==> src/rtl/core/dss_pkg.sv <==
// Shared types and codes for the dual-stack block.
package dss_pkg;

    localparam int unsigned DssDepthDefault = 16;

    localparam int unsigned KindW   = 2;
    localparam int unsigned StatusW = 2;
    localparam int unsigned WordW   = 32;

    localparam logic [KindW-1:0] KIND_PUSH = 2'd0;
    localparam logic [KindW-1:0] KIND_POP  = 2'd1;
    localparam logic [KindW-1:0] KIND_PEEK = 2'd2;

    localparam logic [StatusW-1:0] ST_OK        = 2'd0;
    localparam logic [StatusW-1:0] ST_OVERFLOW  = 2'd1;
    localparam logic [StatusW-1:0] ST_UNDERFLOW = 2'd2;

    typedef struct packed {
        logic load_op;
        logic exec;
        logic load_out;
    } t_dp_cmd;

endpackage

==> src/rtl/core/dss_datapath.sv <==
// Datapath: stack pointers, shared word memory and result register.
module dss_datapath #(
    parameter int unsigned STORE_DEPTH = dss_pkg::DssDepthDefault
) (
    input  logic                        i_clk,
    input  logic                        i_rst_n,
    input  dss_pkg::t_dp_cmd            i_cmd,
    input  logic [dss_pkg::KindW-1:0]   i_kind,
    input  logic                        i_which_stack,
    input  logic [dss_pkg::WordW-1:0]   i_push_value,
    output logic [dss_pkg::StatusW-1:0] o_status,
    output logic [dss_pkg::WordW-1:0]   o_top_value
);
    import dss_pkg::*;

    localparam int unsigned CW = $clog2(STORE_DEPTH + 1);
    localparam int unsigned IW = (STORE_DEPTH > 1) ? $clog2(STORE_DEPTH) : 1;
    localparam logic [CW-1:0] DEPTH_C = CW'(STORE_DEPTH);
    localparam logic [CW:0]   DEPTH_W = (CW + 1)'(STORE_DEPTH);

    logic [WordW-1:0] r_mem [STORE_DEPTH];

    logic [KindW-1:0]   r_kind;
    logic               r_which;
    logic [WordW-1:0]   r_word;
    logic [CW-1:0]      r_lower;
    logic [CW-1:0]      r_upper;
    logic [CW-1:0]      n_lower;
    logic [CW-1:0]      n_upper;
    logic [StatusW-1:0] r_res_status;
    logic [StatusW-1:0] n_res_status;
    logic               r_res_read;
    logic               n_res_read;
    logic [WordW-1:0]   r_rdata;
    logic [StatusW-1:0] r_out_status;
    logic [WordW-1:0]   r_out_value;

    logic [CW:0]   used;
    logic          full;
    logic          empty;
    logic          do_write;
    logic [CW-1:0] addr_full;
    logic [IW-1:0] addr;

    assign used  = {1'b0, r_lower} + {1'b0, r_upper};
    assign full  = (used >= DEPTH_W);
    assign empty = r_which ? (r_upper == '0) : (r_lower == '0);

    always_comb begin
        n_lower      = r_lower;
        n_upper      = r_upper;
        n_res_status = ST_OK;
        n_res_read   = 1'b0;
        do_write     = 1'b0;
        addr_full    = r_which ? (DEPTH_C - r_upper) : (r_lower - CW'(1));
        unique case (r_kind)
            KIND_PUSH: begin
                addr_full = r_which ? (DEPTH_C - r_upper - CW'(1)) : r_lower;
                if (full) begin
                    n_res_status = ST_OVERFLOW;
                end else begin
                    do_write = 1'b1;
                    if (r_which) n_upper = r_upper + CW'(1);
                    else         n_lower = r_lower + CW'(1);
                end
            end
            KIND_POP, KIND_PEEK: begin
                if (empty) begin
                    n_res_status = ST_UNDERFLOW;
                end else begin
                    n_res_read = 1'b1;
                    if (r_kind == KIND_POP) begin
                        if (r_which) n_upper = r_upper - CW'(1);
                        else         n_lower = r_lower - CW'(1);
                    end
                end
            end
            default: begin
            end
        endcase
        addr = addr_full[IW-1:0];
    end

    always_ff @(posedge i_clk) begin
        if (i_cmd.exec) begin
            if (do_write) r_mem[addr] <= r_word;
            r_rdata <= r_mem[addr];
        end
    end

    always_ff @(posedge i_clk) begin
        if (!i_rst_n) begin
            r_lower <= '0;
            r_upper <= '0;
        end else if (i_cmd.exec) begin
            r_lower <= n_lower;
            r_upper <= n_upper;
        end
    end

    always_ff @(posedge i_clk) begin
        if (i_cmd.load_op) begin
            r_kind  <= i_kind;
            r_which <= i_which_stack;
            r_word  <= i_push_value;
        end
        if (i_cmd.exec) begin
            r_res_status <= n_res_status;
            r_res_read   <= n_res_read;
        end
        if (i_cmd.load_out) begin
            r_out_status <= r_res_status;
            r_out_value  <= r_res_read ? r_rdata : '0;
        end
    end

    assign o_status    = r_out_status;
    assign o_top_value = r_out_value;

endmodule

==> src/rtl/core/dss_ctrl.sv <==
// Controller: sequences accept, execute and result hand-off.
module dss_ctrl (
    input  logic             i_clk,
    input  logic             i_rst_n,
    input  logic             i_s_tvalid,
    output logic             o_s_tready,
    output logic             o_m_tvalid,
    input  logic             i_m_tready,
    output dss_pkg::t_dp_cmd o_cmd
);
    import dss_pkg::*;

    typedef enum logic [2:0] {
        S_IDLE = 3'b001,
        S_EXEC = 3'b010,
        S_RESP = 3'b100
    } t_state;

    t_state r_state;
    t_state n_state;
    logic   r_out_valid;
    logic   n_out_valid;

    always_comb begin
        n_state      = r_state;
        o_cmd        = '0;
        o_s_tready   = 1'b0;
        n_out_valid  = r_out_valid && !i_m_tready;
        unique case (r_state)
            S_IDLE: begin
                o_s_tready    = 1'b1;
                o_cmd.load_op = i_s_tvalid;
                if (i_s_tvalid) n_state = S_EXEC;
            end
            S_EXEC: begin
                o_cmd.exec = 1'b1;
                n_state    = S_RESP;
            end
            S_RESP: begin
                if (!r_out_valid || i_m_tready) begin
                    o_cmd.load_out = 1'b1;
                    n_out_valid    = 1'b1;
                    n_state        = S_IDLE;
                end
            end
            default: n_state = S_IDLE;
        endcase
    end

    always_ff @(posedge i_clk) begin
        if (!i_rst_n) begin
            r_state     <= S_IDLE;
            r_out_valid <= 1'b0;
        end else begin
            r_state     <= n_state;
            r_out_valid <= n_out_valid;
        end
    end

    assign o_m_tvalid = r_out_valid;

endmodule

==> src/rtl/core/dual_stack_shared_array_top.sv <==
// Two stacks sharing one word memory: top level.
// Each transaction asks for a push, pop or peek on the lower (growing up) or
// upper (growing down) stack and yields one result with a status code and,
// for a successful pop or peek, the top word. An operation passes from
// acceptance to result through capture, one memory access with registered
// read data, and load of the output register (held off while an earlier
// result waits downstream); the next transaction is accepted in the cycle
// after the result is loaded, while that result may still wait for the
// downstream side. No clearing pass is needed after reset.
module dual_stack_shared_array_top #(
    parameter int unsigned STORE_DEPTH = dss_pkg::DssDepthDefault
) (
    input  logic        i_clk,
    input  logic        i_rst_n,
    input  logic        s_axis_tvalid,
    output logic        s_axis_tready,
    input  logic [31:0] s_axis_tdata,   // [31:0] push_value
    input  logic [2:0]  s_axis_tuser,   // [1:0] kind, [2] which_stack
    output logic        m_axis_tvalid,
    input  logic        m_axis_tready,
    output logic [31:0] m_axis_tdata,   // [31:0] top_value
    output logic [1:0]  m_axis_tuser    // [1:0] status
);
    import dss_pkg::*;

    t_dp_cmd cmd;

    dss_ctrl u_ctrl (
        .i_clk      (i_clk),
        .i_rst_n    (i_rst_n),
        .i_s_tvalid (s_axis_tvalid),
        .o_s_tready (s_axis_tready),
        .o_m_tvalid (m_axis_tvalid),
        .i_m_tready (m_axis_tready),
        .o_cmd      (cmd)
    );

    dss_datapath #(
        .STORE_DEPTH (STORE_DEPTH)
    ) u_datapath (
        .i_clk         (i_clk),
        .i_rst_n       (i_rst_n),
        .i_cmd         (cmd),
        .i_kind        (s_axis_tuser[1:0]),
        .i_which_stack (s_axis_tuser[2]),
        .i_push_value  (s_axis_tdata),
        .o_status      (m_axis_tuser),
        .o_top_value   (m_axis_tdata)
    );

endmodule

==> config.mk <==
export PLATFORM = sky130hd
export DESIGN_NAME = dual_stack_shared_array_top
export DESIGN_NICKNAME = d
export VERILOG_FILES = /design/src/rtl/core/dss_pkg.sv /design/src/rtl/core/dss_datapath.sv /design/src/rtl/core/dss_ctrl.sv /design/src/rtl/core/dual_stack_shared_array_top.sv
export SDC_FILE = /design/constraint.sdc
export NUM_CORES = 1
export LEC_CHECK = 0
export CORE_UTILIZATION = 55
export DETAILED_ROUTE_END_ITERATION = 10
export DONT_BUFFER_PORTS = 1
export GPL_ROUTABILITY_DRIVEN = 0
export PLACE_DENSITY = 0.73
export SYNTH_ARGS = -nofsm -noshare
export SYNTH_HDL_FRONTEND = slang
export SYNTH_HIERARCHICAL = 1
export SYNTH_SLANG_ARGS = --single-unit
==> constraint.sdc <==
create_clock -name i_clk -period 4.45 [get_ports i_clk]
set_clock_uncertainty 0.1 [all_clocks]
set_input_delay 0 -clock i_clk [delete_from_list [all_inputs] [get_ports i_clk]]
set_output_delay 0 -clock i_clk [all_outputs]
set_load 0.02 [all_outputs]
# Word-level counts from Yosys, hierarchy flattened
# Memory sizes are Yosys's and may differ from the RTL's. A register that Yosys moved wholly into a read port is not among the register bits.
# Cells that the tools add are included.
classes:
  n_addsub: 7
  n_mul: 0
  div: 0
  n_lt_le_gt_ge: 1
  eq_ne: 14
  shift: 0
  muxes: 35
  bitwise_logic: 0
  reduce_logical: 12
ops:
  columns: ["operator", "n"]
  rows:
  - ["$mux W5", 10]
  - ["$pmux W5 S2", 2]
  - ["$mux W1", 15]
  - ["$reduce_and A7 Y1", 2]
  - ["$mux W4", 3]
  - ["$add A5 B1 Y5 const B", 2]
  - ["$logic_not A5 Y1", 2]
  - ["$ne A2 B2 Y1 const B", 5]
  - ["$sub A5 B1 Y5 const B", 2]
  - ["$pmux W3 S3", 1]
  - ["$ne A2 B1 Y1 const B", 4]
  - ["$add A5 B5 Y6", 1]
  - ["$ge A6 B5 Y1 const B", 1]
  - ["$mux W3", 2]
  - ["$pmux W2 S2", 1]
  - ["$sub A1 B4 Y4 const A", 1]
  - ["$sub A4 B1 Y4 const B", 1]
  - ["$eq A3 B1 Y1 const B", 1]
  - ["$eq A3 B2 Y1 const B", 1]
  - ["$eq A3 B3 Y1 const B", 1]
  - ["$eq A2 B1 Y1 const B", 1]
  - ["$eq A2 B2 Y1 const B", 1]
  - ["$logic_not A1 Y1", 2]
  - ["$logic_not A2 Y1", 1]
  - ["6 further kinds", 6]
word_totals:
  ff_bits: 86
  latchBits: 0
  mem_bits_rw: 512
  mem_bits_ro: 0
  input_bits: 39
  out_inout_bits: 36
  mem_count: 1
memory_table:
  columns: ["name", "words", "word_bits", "read_ports", "rd_clocked_by_memory_dff", "write_ports", "line", "rtl"]
  rows:
  - ["u_datapath.r_mem", 16, 32, 1, 1, 1, "dss_datapath.sv:21", "logic [WordW-1:0] r_mem [STORE_DEPTH];"]

# Depth between registers and ports, before layout
# Gate-level depths: netlist of the first run.
logic_depth:
  word_depth: 7
  mapped_depth: 11
  ltp_nobuf: 8

# Modules after synthesis
# Netlist of the first run, hierarchy kept.
modules_own_cells:
  columns: ["mod", "instances", "cells_per_inst", "area_each_um2"]
  rows:
  - ["dss_datapath", 1, 1059, 23919.2]
  - ["dss_ctrl", 1, 19, 195.2]

# Worst setup path after synthesis of the first run
# Ideal clock, no wire load.
synth_path:
  path_type: "reg2reg"
  start: "reg u_datapath.r_kind[0]"
  end: "mem u_datapath.r_mem[4][0], enable pin"
  setup_ns: 0.461
  arrival_ns: 4.133
  slack_ns: -0.244
  stages_incl_launch_ff: 10
  synth_period_minus_slack_ns: 4.694
  cell_sequence: "edfxtp_1 inv_1 ha_1 buf_2 nor2b_1 nand3b_1 xnor2_1 a21oi_1 nand2_1 nor3_1"
synth_between:
  elab_chain_len: 5
  word_cells_on_any_way: 6
  classes_between: "5 x mux; 1 x reduce/logical"
synth_rtl:
  columns: ["element", "line", "rtl"]
  rows:
  - ["start, declared", "dss_datapath.sv:23", "logic [KindW-1:0] r_kind;"]
  - ["start signal, assigned", "dss_datapath.sv:103", "r_kind <= i_kind;"]
  - ["$logic_not A2 Y1 *", "dss_datapath.sv:56", "unique case (r_kind)"]
  - ["$mux W1", "dss_datapath.sv:56", null]
  - ["$mux W1", "dss_datapath.sv:86", "if (do_write) r_mem[addr] <= r_word;"]
  - ["$mux W1", "dss_datapath.sv:85", "if (i_cmd.exec) begin"]
  - ["$mux W1 (not written as such)", "dss_datapath.sv:86", null]
  - ["end, declared", "dss_datapath.sv:21", null]
# Every way passes the cells marked *; elsewhere a longest branch is shown, timed or not.

# Final worst setup path of the first run
layout_path:
  start: "reg u_datapath.r_kind[1]"
  end: "mem u_datapath.r_mem[11][22], enable pin"
# Same word-level chain as after synthesis.

==> reports/metrics.yaml, run 1 <==
cts_setup_buffers: 0
design_area_um2: 27850
die_w_um: 211.4
design.die.area_um2: 44690
yosys.cell_types.count: 47
wl_per_cell_um: 25.64
numPortBuffers: 0
clk_latency_ns: 0.63
yosysWarnings: 6
track_usage_pct: 21.96
crit_path_end_kind: "flop"
cp.required_ns: 4.68
overflow: 0
drt.antenna.violating_nets: 0
async_reset_ff_share_pct: 0
clockBufferDepth: 3
num_vias: 10990
clockRootBuffer: "clkbuf_16"
ios: 75
totalWireLength_mm: 47.12
worst_pin_slew_ns: 0.9452
synth_nets: 1132
synth-edff-count: 616
holdCritPathClass: "in2reg"
dpl.hpwl_mm: 25.07
powerDensity_nw_per_um2: 456.2
max_clock_freq_mhz: 285.2
power.leakage_nw: 9.164
slew_headroom_pct: 36.99
synth.avg_cell_area_um2: 22.37
rsz0062_at_grt: "false"
cts_buffers: 60
status: "completed"
hold_viol: 0
ys.flop_type: "edfxtp_1"
final_common_cell: "edfxtp_1"
htreeDepth: 2
cap_violations: 0
arrival_ns: 3.74
post-route-min-period_ns: 3.507
layout-drive-gt1-share_pct: 22.51
initial_core_util_pct: 55.86
synth_area_um2: 24110
drc: 0
synth_seq_area_share_pct: 77.87
worstSetupPathType: "reg2reg"
viasPerCell: 5.979
cts_sinks: 630
ir_drop_mv: 0.3007
grt_max_degree: 129
fin_nets: 1258
fin_crit_sh_pct: 78.80
drt-initial-drc-count: 982
die_height_um: 211.4
cts_tree: "built"
ys_seq_elements: 630
core_area_um2: 43170
first_pass_iters: 5
finalSetupTns_ns: 0
cp-start-kind: "flop"
antenna_found_initial: 0
num_rows: 76
placed_cell_area_um2: 25120
area_delta_synth_final_pct: 15.50
cp_max_fo: 18
grt_pass1_wl_mm: 70.63
synth_cells: 1078
cts.clk_slew.worst_paths_ns: 0.06
grt_pass1_vias: 11360
finalPower_mw: 12.71
most-common-layout-cells: "edfxtp_1 (616), mux4_2 (128), mux2i_1 (101), dlygate4sd3_1 (75), clkbuf_16 (62)"
setup_violations: 0
drv_slew: 0
diodes: 0
## cells in the mapped netlist (all sizes together) (5+ instances only)
library cell | number | share of area, %
o21ai | 5 | 0.12
a21oi | 9 | 0.19
nand2 | 6 | 0.093
mux4 | 128 | 12
nor2b | 6 | 0.16
buf | 40 | 0.97
inv | 12 | 0.19
xnor2 | 12 | 0.47
nor2 | 22 | 0.34
mux2i | 103 | 4.3
edfxtp | 616 | 77
dfxtp | 14 | 1.2
nor3 | 12 | 0.25
clkbuf | 7 | 0.11
nand2b | 6 | 0.16
ha | 14 | 0.73
and2 | 33 | 0.87
## worst max-delay path, stage by stage, from the launching register on
cell and delay, ns:
edfxtp_1 0.42, inv_1 0.08, ha_1 0.50, nor2b_1 0.29, nand3b_1 0.13, xnor2_1 0.26
a21oi_4 0.13, nand2b_1 0.36, nor2_4 0.62, buf_4 0.31
## layout make-up
type                       count  area (um2)
clock inverter                41       400.4
fill                        2842       15320
inverter                      12       45.04
sequential                   630       18780
tap                          585       732.0
multi-input combinational    389        5219
clock buffer                  70        1582
timing repair buffer         111        1096
## metrics by stage
stage | cells | worst slack (ns) | hold slack, ns | utilization, %
floorplan | 1078 | -0.2443 | -0.04082 | -
CTS | 1838 | 0.9220 | 0.08391 | 64.51
global route | 1838 | 0.7660 | 0.1541 | 64.51
finish | 1838 | 0.9433 | 0.1134 | 64.51
global placement | 1652 | 1.080 | -0.03834 | 58.18
detailed placement | 1652 | 0.9547 | -0.03494 | 58.18
## flip-flops by register name (all words and copies together), names as in the netlist
| signal | cells |
|---|---|
| u_datapath/r_mem | 512 |
| u_datapath/r_kind | 2 |
| u_datapath/r_rdata | 32 |
| u_datapath/r_upper | 5 |
| u_datapath/r_res_status | 2 |
| u_datapath/r_word | 32 |
| u_datapath/r_lower | 5 |
| u_ctrl/o_m_tvalid | 1 |
| u_datapath/r_which | 1 |
| u_datapath/o_top_value | 32 |
| u_datapath/r_res_read | 1 |
| u_ctrl/r_state | 3 |
| u_datapath/o_status | 2 |
## layer usage
layer / part of all wire (%) / routed length [um] / global-route usage, % / up-vias
li1: - / - / - / 4707
met1: 41 / 19370 / 30.47 / 5805
met2: 50 / 23570 / 35.78 / 406
met3: 6.5 / 3082 / 3.649 / 72
met4: 2.4 / 1108 / 7.496 / 0
met5: 0 / 0 / 0 / -
## power by group
group          switching [mW]  total [mW]  leakage, nW  internal [mW]
Combinational           0.453       0.920         2.54          0.467
Sequential             0.0937        6.68         5.67           6.59
Clock                    2.16        5.11        0.954           2.94
## timing repair
item / 4_1_cts / 5_1_grt
hold buffers: 75 / 0
endpoints found under the hold margin: 84 / 0
gates resized for setup: 0 / 0
## cells by family after synthesis
logic type	Yosys count	share of synthesized area, %
buffers and inverters	59	1.261
AO/OA/AOI/OAI	27	0.8147
AND/OR/NAND/NOR	100	2.351
flip-flops	630	77.87
adder cells (fa/ha/maj)	15	0.8094
XOR/XNOR	16	0.6122
multiplexers	231	16.28
## path summary, 6_finish.rpt
kind	slack (ns)	cells past startpoint	startpoint	endpoint
min	0.11	3	m_axis_tready	u_ctrl/r_state[2]
max	0.94	9	u_datapath/r_kind[1]	u_datapath/r_mem[11][22]
min reg2reg	0.32	0	u_datapath/r_res_status[0]	u_datapath/o_status[0]
max reg2reg	0.94	9	u_datapath/r_kind[1]	u_datapath/r_mem[11][22]
Power figures use the tool's default switching activity.
==> run 2: changes to the inputs <==
==> constraint.sdc (replaced) <==
create_clock -name i_clk -period 3.1 [get_ports i_clk]
set_clock_uncertainty 0.1 [all_clocks]
set_input_delay 0 -clock i_clk [delete_from_list [all_inputs] [get_ports i_clk]]
set_output_delay 0 -clock i_clk [all_outputs]
set_load 0.02 [all_outputs]
==> run 2 against run 1 <==
  * Utilization grew 0.54 points
  * Global-route usage is 0.33 points higher
  * Flip-flop and latch count unchanged
  * Sequential share of layout area is 0.55 points lower
  * Non-clock buffer count increased by 19
  * Design area grew 0.83%
  * Maximum frequency rose by 21%
  * Largest cell class unchanged
==> reports/metrics.yaml, run 2 (synthesis results as in run 1) <==
powerDensity_nw_per_um2: 639.3  # +40%
worst_slack_ns: 0.1901  # -0.7531 ns
grt_pass1_vias: 11380  # +0.18%
utilization_pct: 65.05  # +0.54 points
num_vias: 10960  # -0.30%
largest_register_ffs: 512  # unchanged
top_register: "u_datapath/r_mem"
startpoint: "u_datapath/r_kind[1]"
track_usage_pct: 22.29  # +0.33 points
core_area_um2: 43170  # unchanged
instances_no_fill: 1855  # +0.92%
status: "completed"
seqPwrFrac_pct: 53.4  # +0.8 points
cts_buffers: 60  # unchanged
fin_nets: 1277  # +1.5%
place_ws_ns: 0.1448  # -0.8099 ns
totalWireLength_mm: 48.10  # +2.1%
drt-initial-drc-count: 1038  # +5.7%
drc: 0  # unchanged
power.leakage_nw: 9.313  # +1.6%
die_w_um: 211.4  # unchanged
holdCritPathClass: "in2reg"
clk_latency_ns: 0.62  # about the same
cts.clk_slew.worst_paths_ns: 0.06  # about the same
layout-drive-gt1-share_pct: 24.09  # +1.6 points
cp-endpoint: "u_datapath/r_mem[2][10]"
drt.antenna.violating_nets: 0  # unchanged
crit_path_end_kind: "flop"
design.die.area_um2: 44690  # unchanged
ios: 75  # unchanged
cts_sinks: 630  # unchanged
first_pass_iters: 4  # -1
rr_worst_depth: 7  # -2
worst_pin_slew_ns: 1.073  # +0.1274 ns
worstSetupPathType: "reg2reg"
numPortBuffers: 0  # unchanged
seq_area_um2: 18780  # about the same
multiInputGateArea_um2: 5264  # +0.86%
finalSetupTns_ns: 0  # unchanged
wl_per_cell_um: 25.93  # +1.1%
initial_core_util_pct: 55.86  # unchanged
hold_viol: 0  # unchanged
area_delta_synth_final_pct: 16.46
max_clock_freq_mhz: 343.7  # +21%
cts_tree: "built"
overflow: 0  # unchanged
drv_slew: 0  # unchanged
p_clk_share_pct: 38.8  # -1.4 points
cap_violations: 0  # unchanged
arrival_ns: 3.13  # -0.61 ns
slew_headroom_pct: 28.26  # -8.7 points
post-route-min-period_ns: 2.910  # -0.5969 ns
r2r_slack_ns: 0.19  # -0.75 ns
antenna_found_initial: 0  # unchanged
setup_violations: 0  # unchanged
final_common_cell: "edfxtp_1"
num_rows: 76  # unchanged
cp.required_ns: 3.33  # -1.35 ns
ir_drop_mv: 0.5004  # +66%
clockRootBuffer: "clkbuf_16"
switching_power_mw: 3.852  # +42%
clockBufferDepth: 3  # unchanged
switching_share_pct: 21.46  # +0.14 points
internal-power_mw: 14.10  # +41%
cp-start-kind: "flop"
diodes: 0  # unchanged
fin_crit_sh_pct: 93.87  # +15 points
dpl.hpwl_mm: 26.06  # +4.0%
regToRegEndpoint: "u_datapath/r_mem[2][10]"
cp_max_fo: 19  # +1
htreeDepth: 2  # unchanged
grt_max_degree: 50  # -61%
dp.cells: 1668  # +0.97%
r2r-start: "u_datapath/r_kind[1]"
die_height_um: 211.4  # unchanged
grt_pass1_wl_mm: 71.62  # +1.4%
viasPerCell: 5.907  # -1.2%
most-common-layout-cells: "edfxtp_1 (616), mux4_2 (128), mux2i_1 (101), dlygate4sd3_1 (75), clkbuf_16 (62)"
p_comb_share_pct: 7.8  # +0.6 points
fillers: 2803  # -1.4%
## run 2: area by class of cell
| cell class | count | area share, % |
|---|---|---|
| sequential | 630 | 66.87 |
| multi-input combinational | 389 | 18.74 |
| clock buffer | 70 | 5.556 |
| timing repair buffer | 130 | 4.977 |
| tap | 585 | 2.606 |
| clock inverter | 39 | 1.087 |
| inverter | 12 | 0.1604 |
## run 2: critical path, stage by stage, from the launching register on
cell      delay, ns
edfxtp_1       0.41
inv_1          0.08
ha_2           0.32
xor2_1         0.87
nor2_1         0.11
nand2_1        0.37
nor2_4         0.07
buf_4          0.27
## run 2: per-stage QoR
stage               hold WS, ns  instance area, um2  power (mW)
CTS                     0.06507               28010       18.10
finish                   0.1057               28080       17.95
floorplan              -0.04082               24280       10.73
global placement       -0.03663               25400       11.06
global route             0.1094               28080       18.49
detailed placement     -0.03508               25400       11.09
## run 2: worst min-delay path by stage
stage	from	endpoint	slack (ns)	cells past startpoint
global placement	i_rst_n	u_ctrl/r_state[0]	-0.04	1
global route	m_axis_tready	u_ctrl/r_state[2]	0.11	3
CTS	m_axis_tready	u_ctrl/r_state[2]	0.07	3
finish	m_axis_tready	u_ctrl/r_state[2]	0.11	3
floorplan	i_rst_n	u_ctrl/r_state[0]	-0.04	1
detailed placement	i_rst_n	u_ctrl/r_state[0]	-0.04	1
## run 2: timing repair
| action | 4_1_cts | 5_1_grt |
|---|---|---|
| hold buffers | 75 | 0 |
| setup buffers | 0 | 2 |
| resized for setup | 0 | 1 |
| setup endpoints to repair | 0 | 24 |
| endpoints found under the hold margin | 84 | 0 |
## run 2: power by group through the flow
stage / sequential (mW) / clock (mW) / combinational [mW]
floorplan: 9.71 / 0 / 1.02
global placement: 9.76 / 0 / 1.30
detailed placement: 9.77 / 0 / 1.32
CTS: 9.59 / 7.11 / 1.40
global route: 9.60 / 7.40 / 1.50
finish: 9.59 / 6.96 / 1.40
## run 2: routing by layer
layer	vias up	share of wire [%]	wire length (um)	global-route usage, %
met2	359	49	23760	35.72
met1	5783	42	20300	31.84
met3	79	6.2	2981	4.094
met5	-	0	0	0
met4	0	2.2	1055	6.172
li1	4736	-	-	-
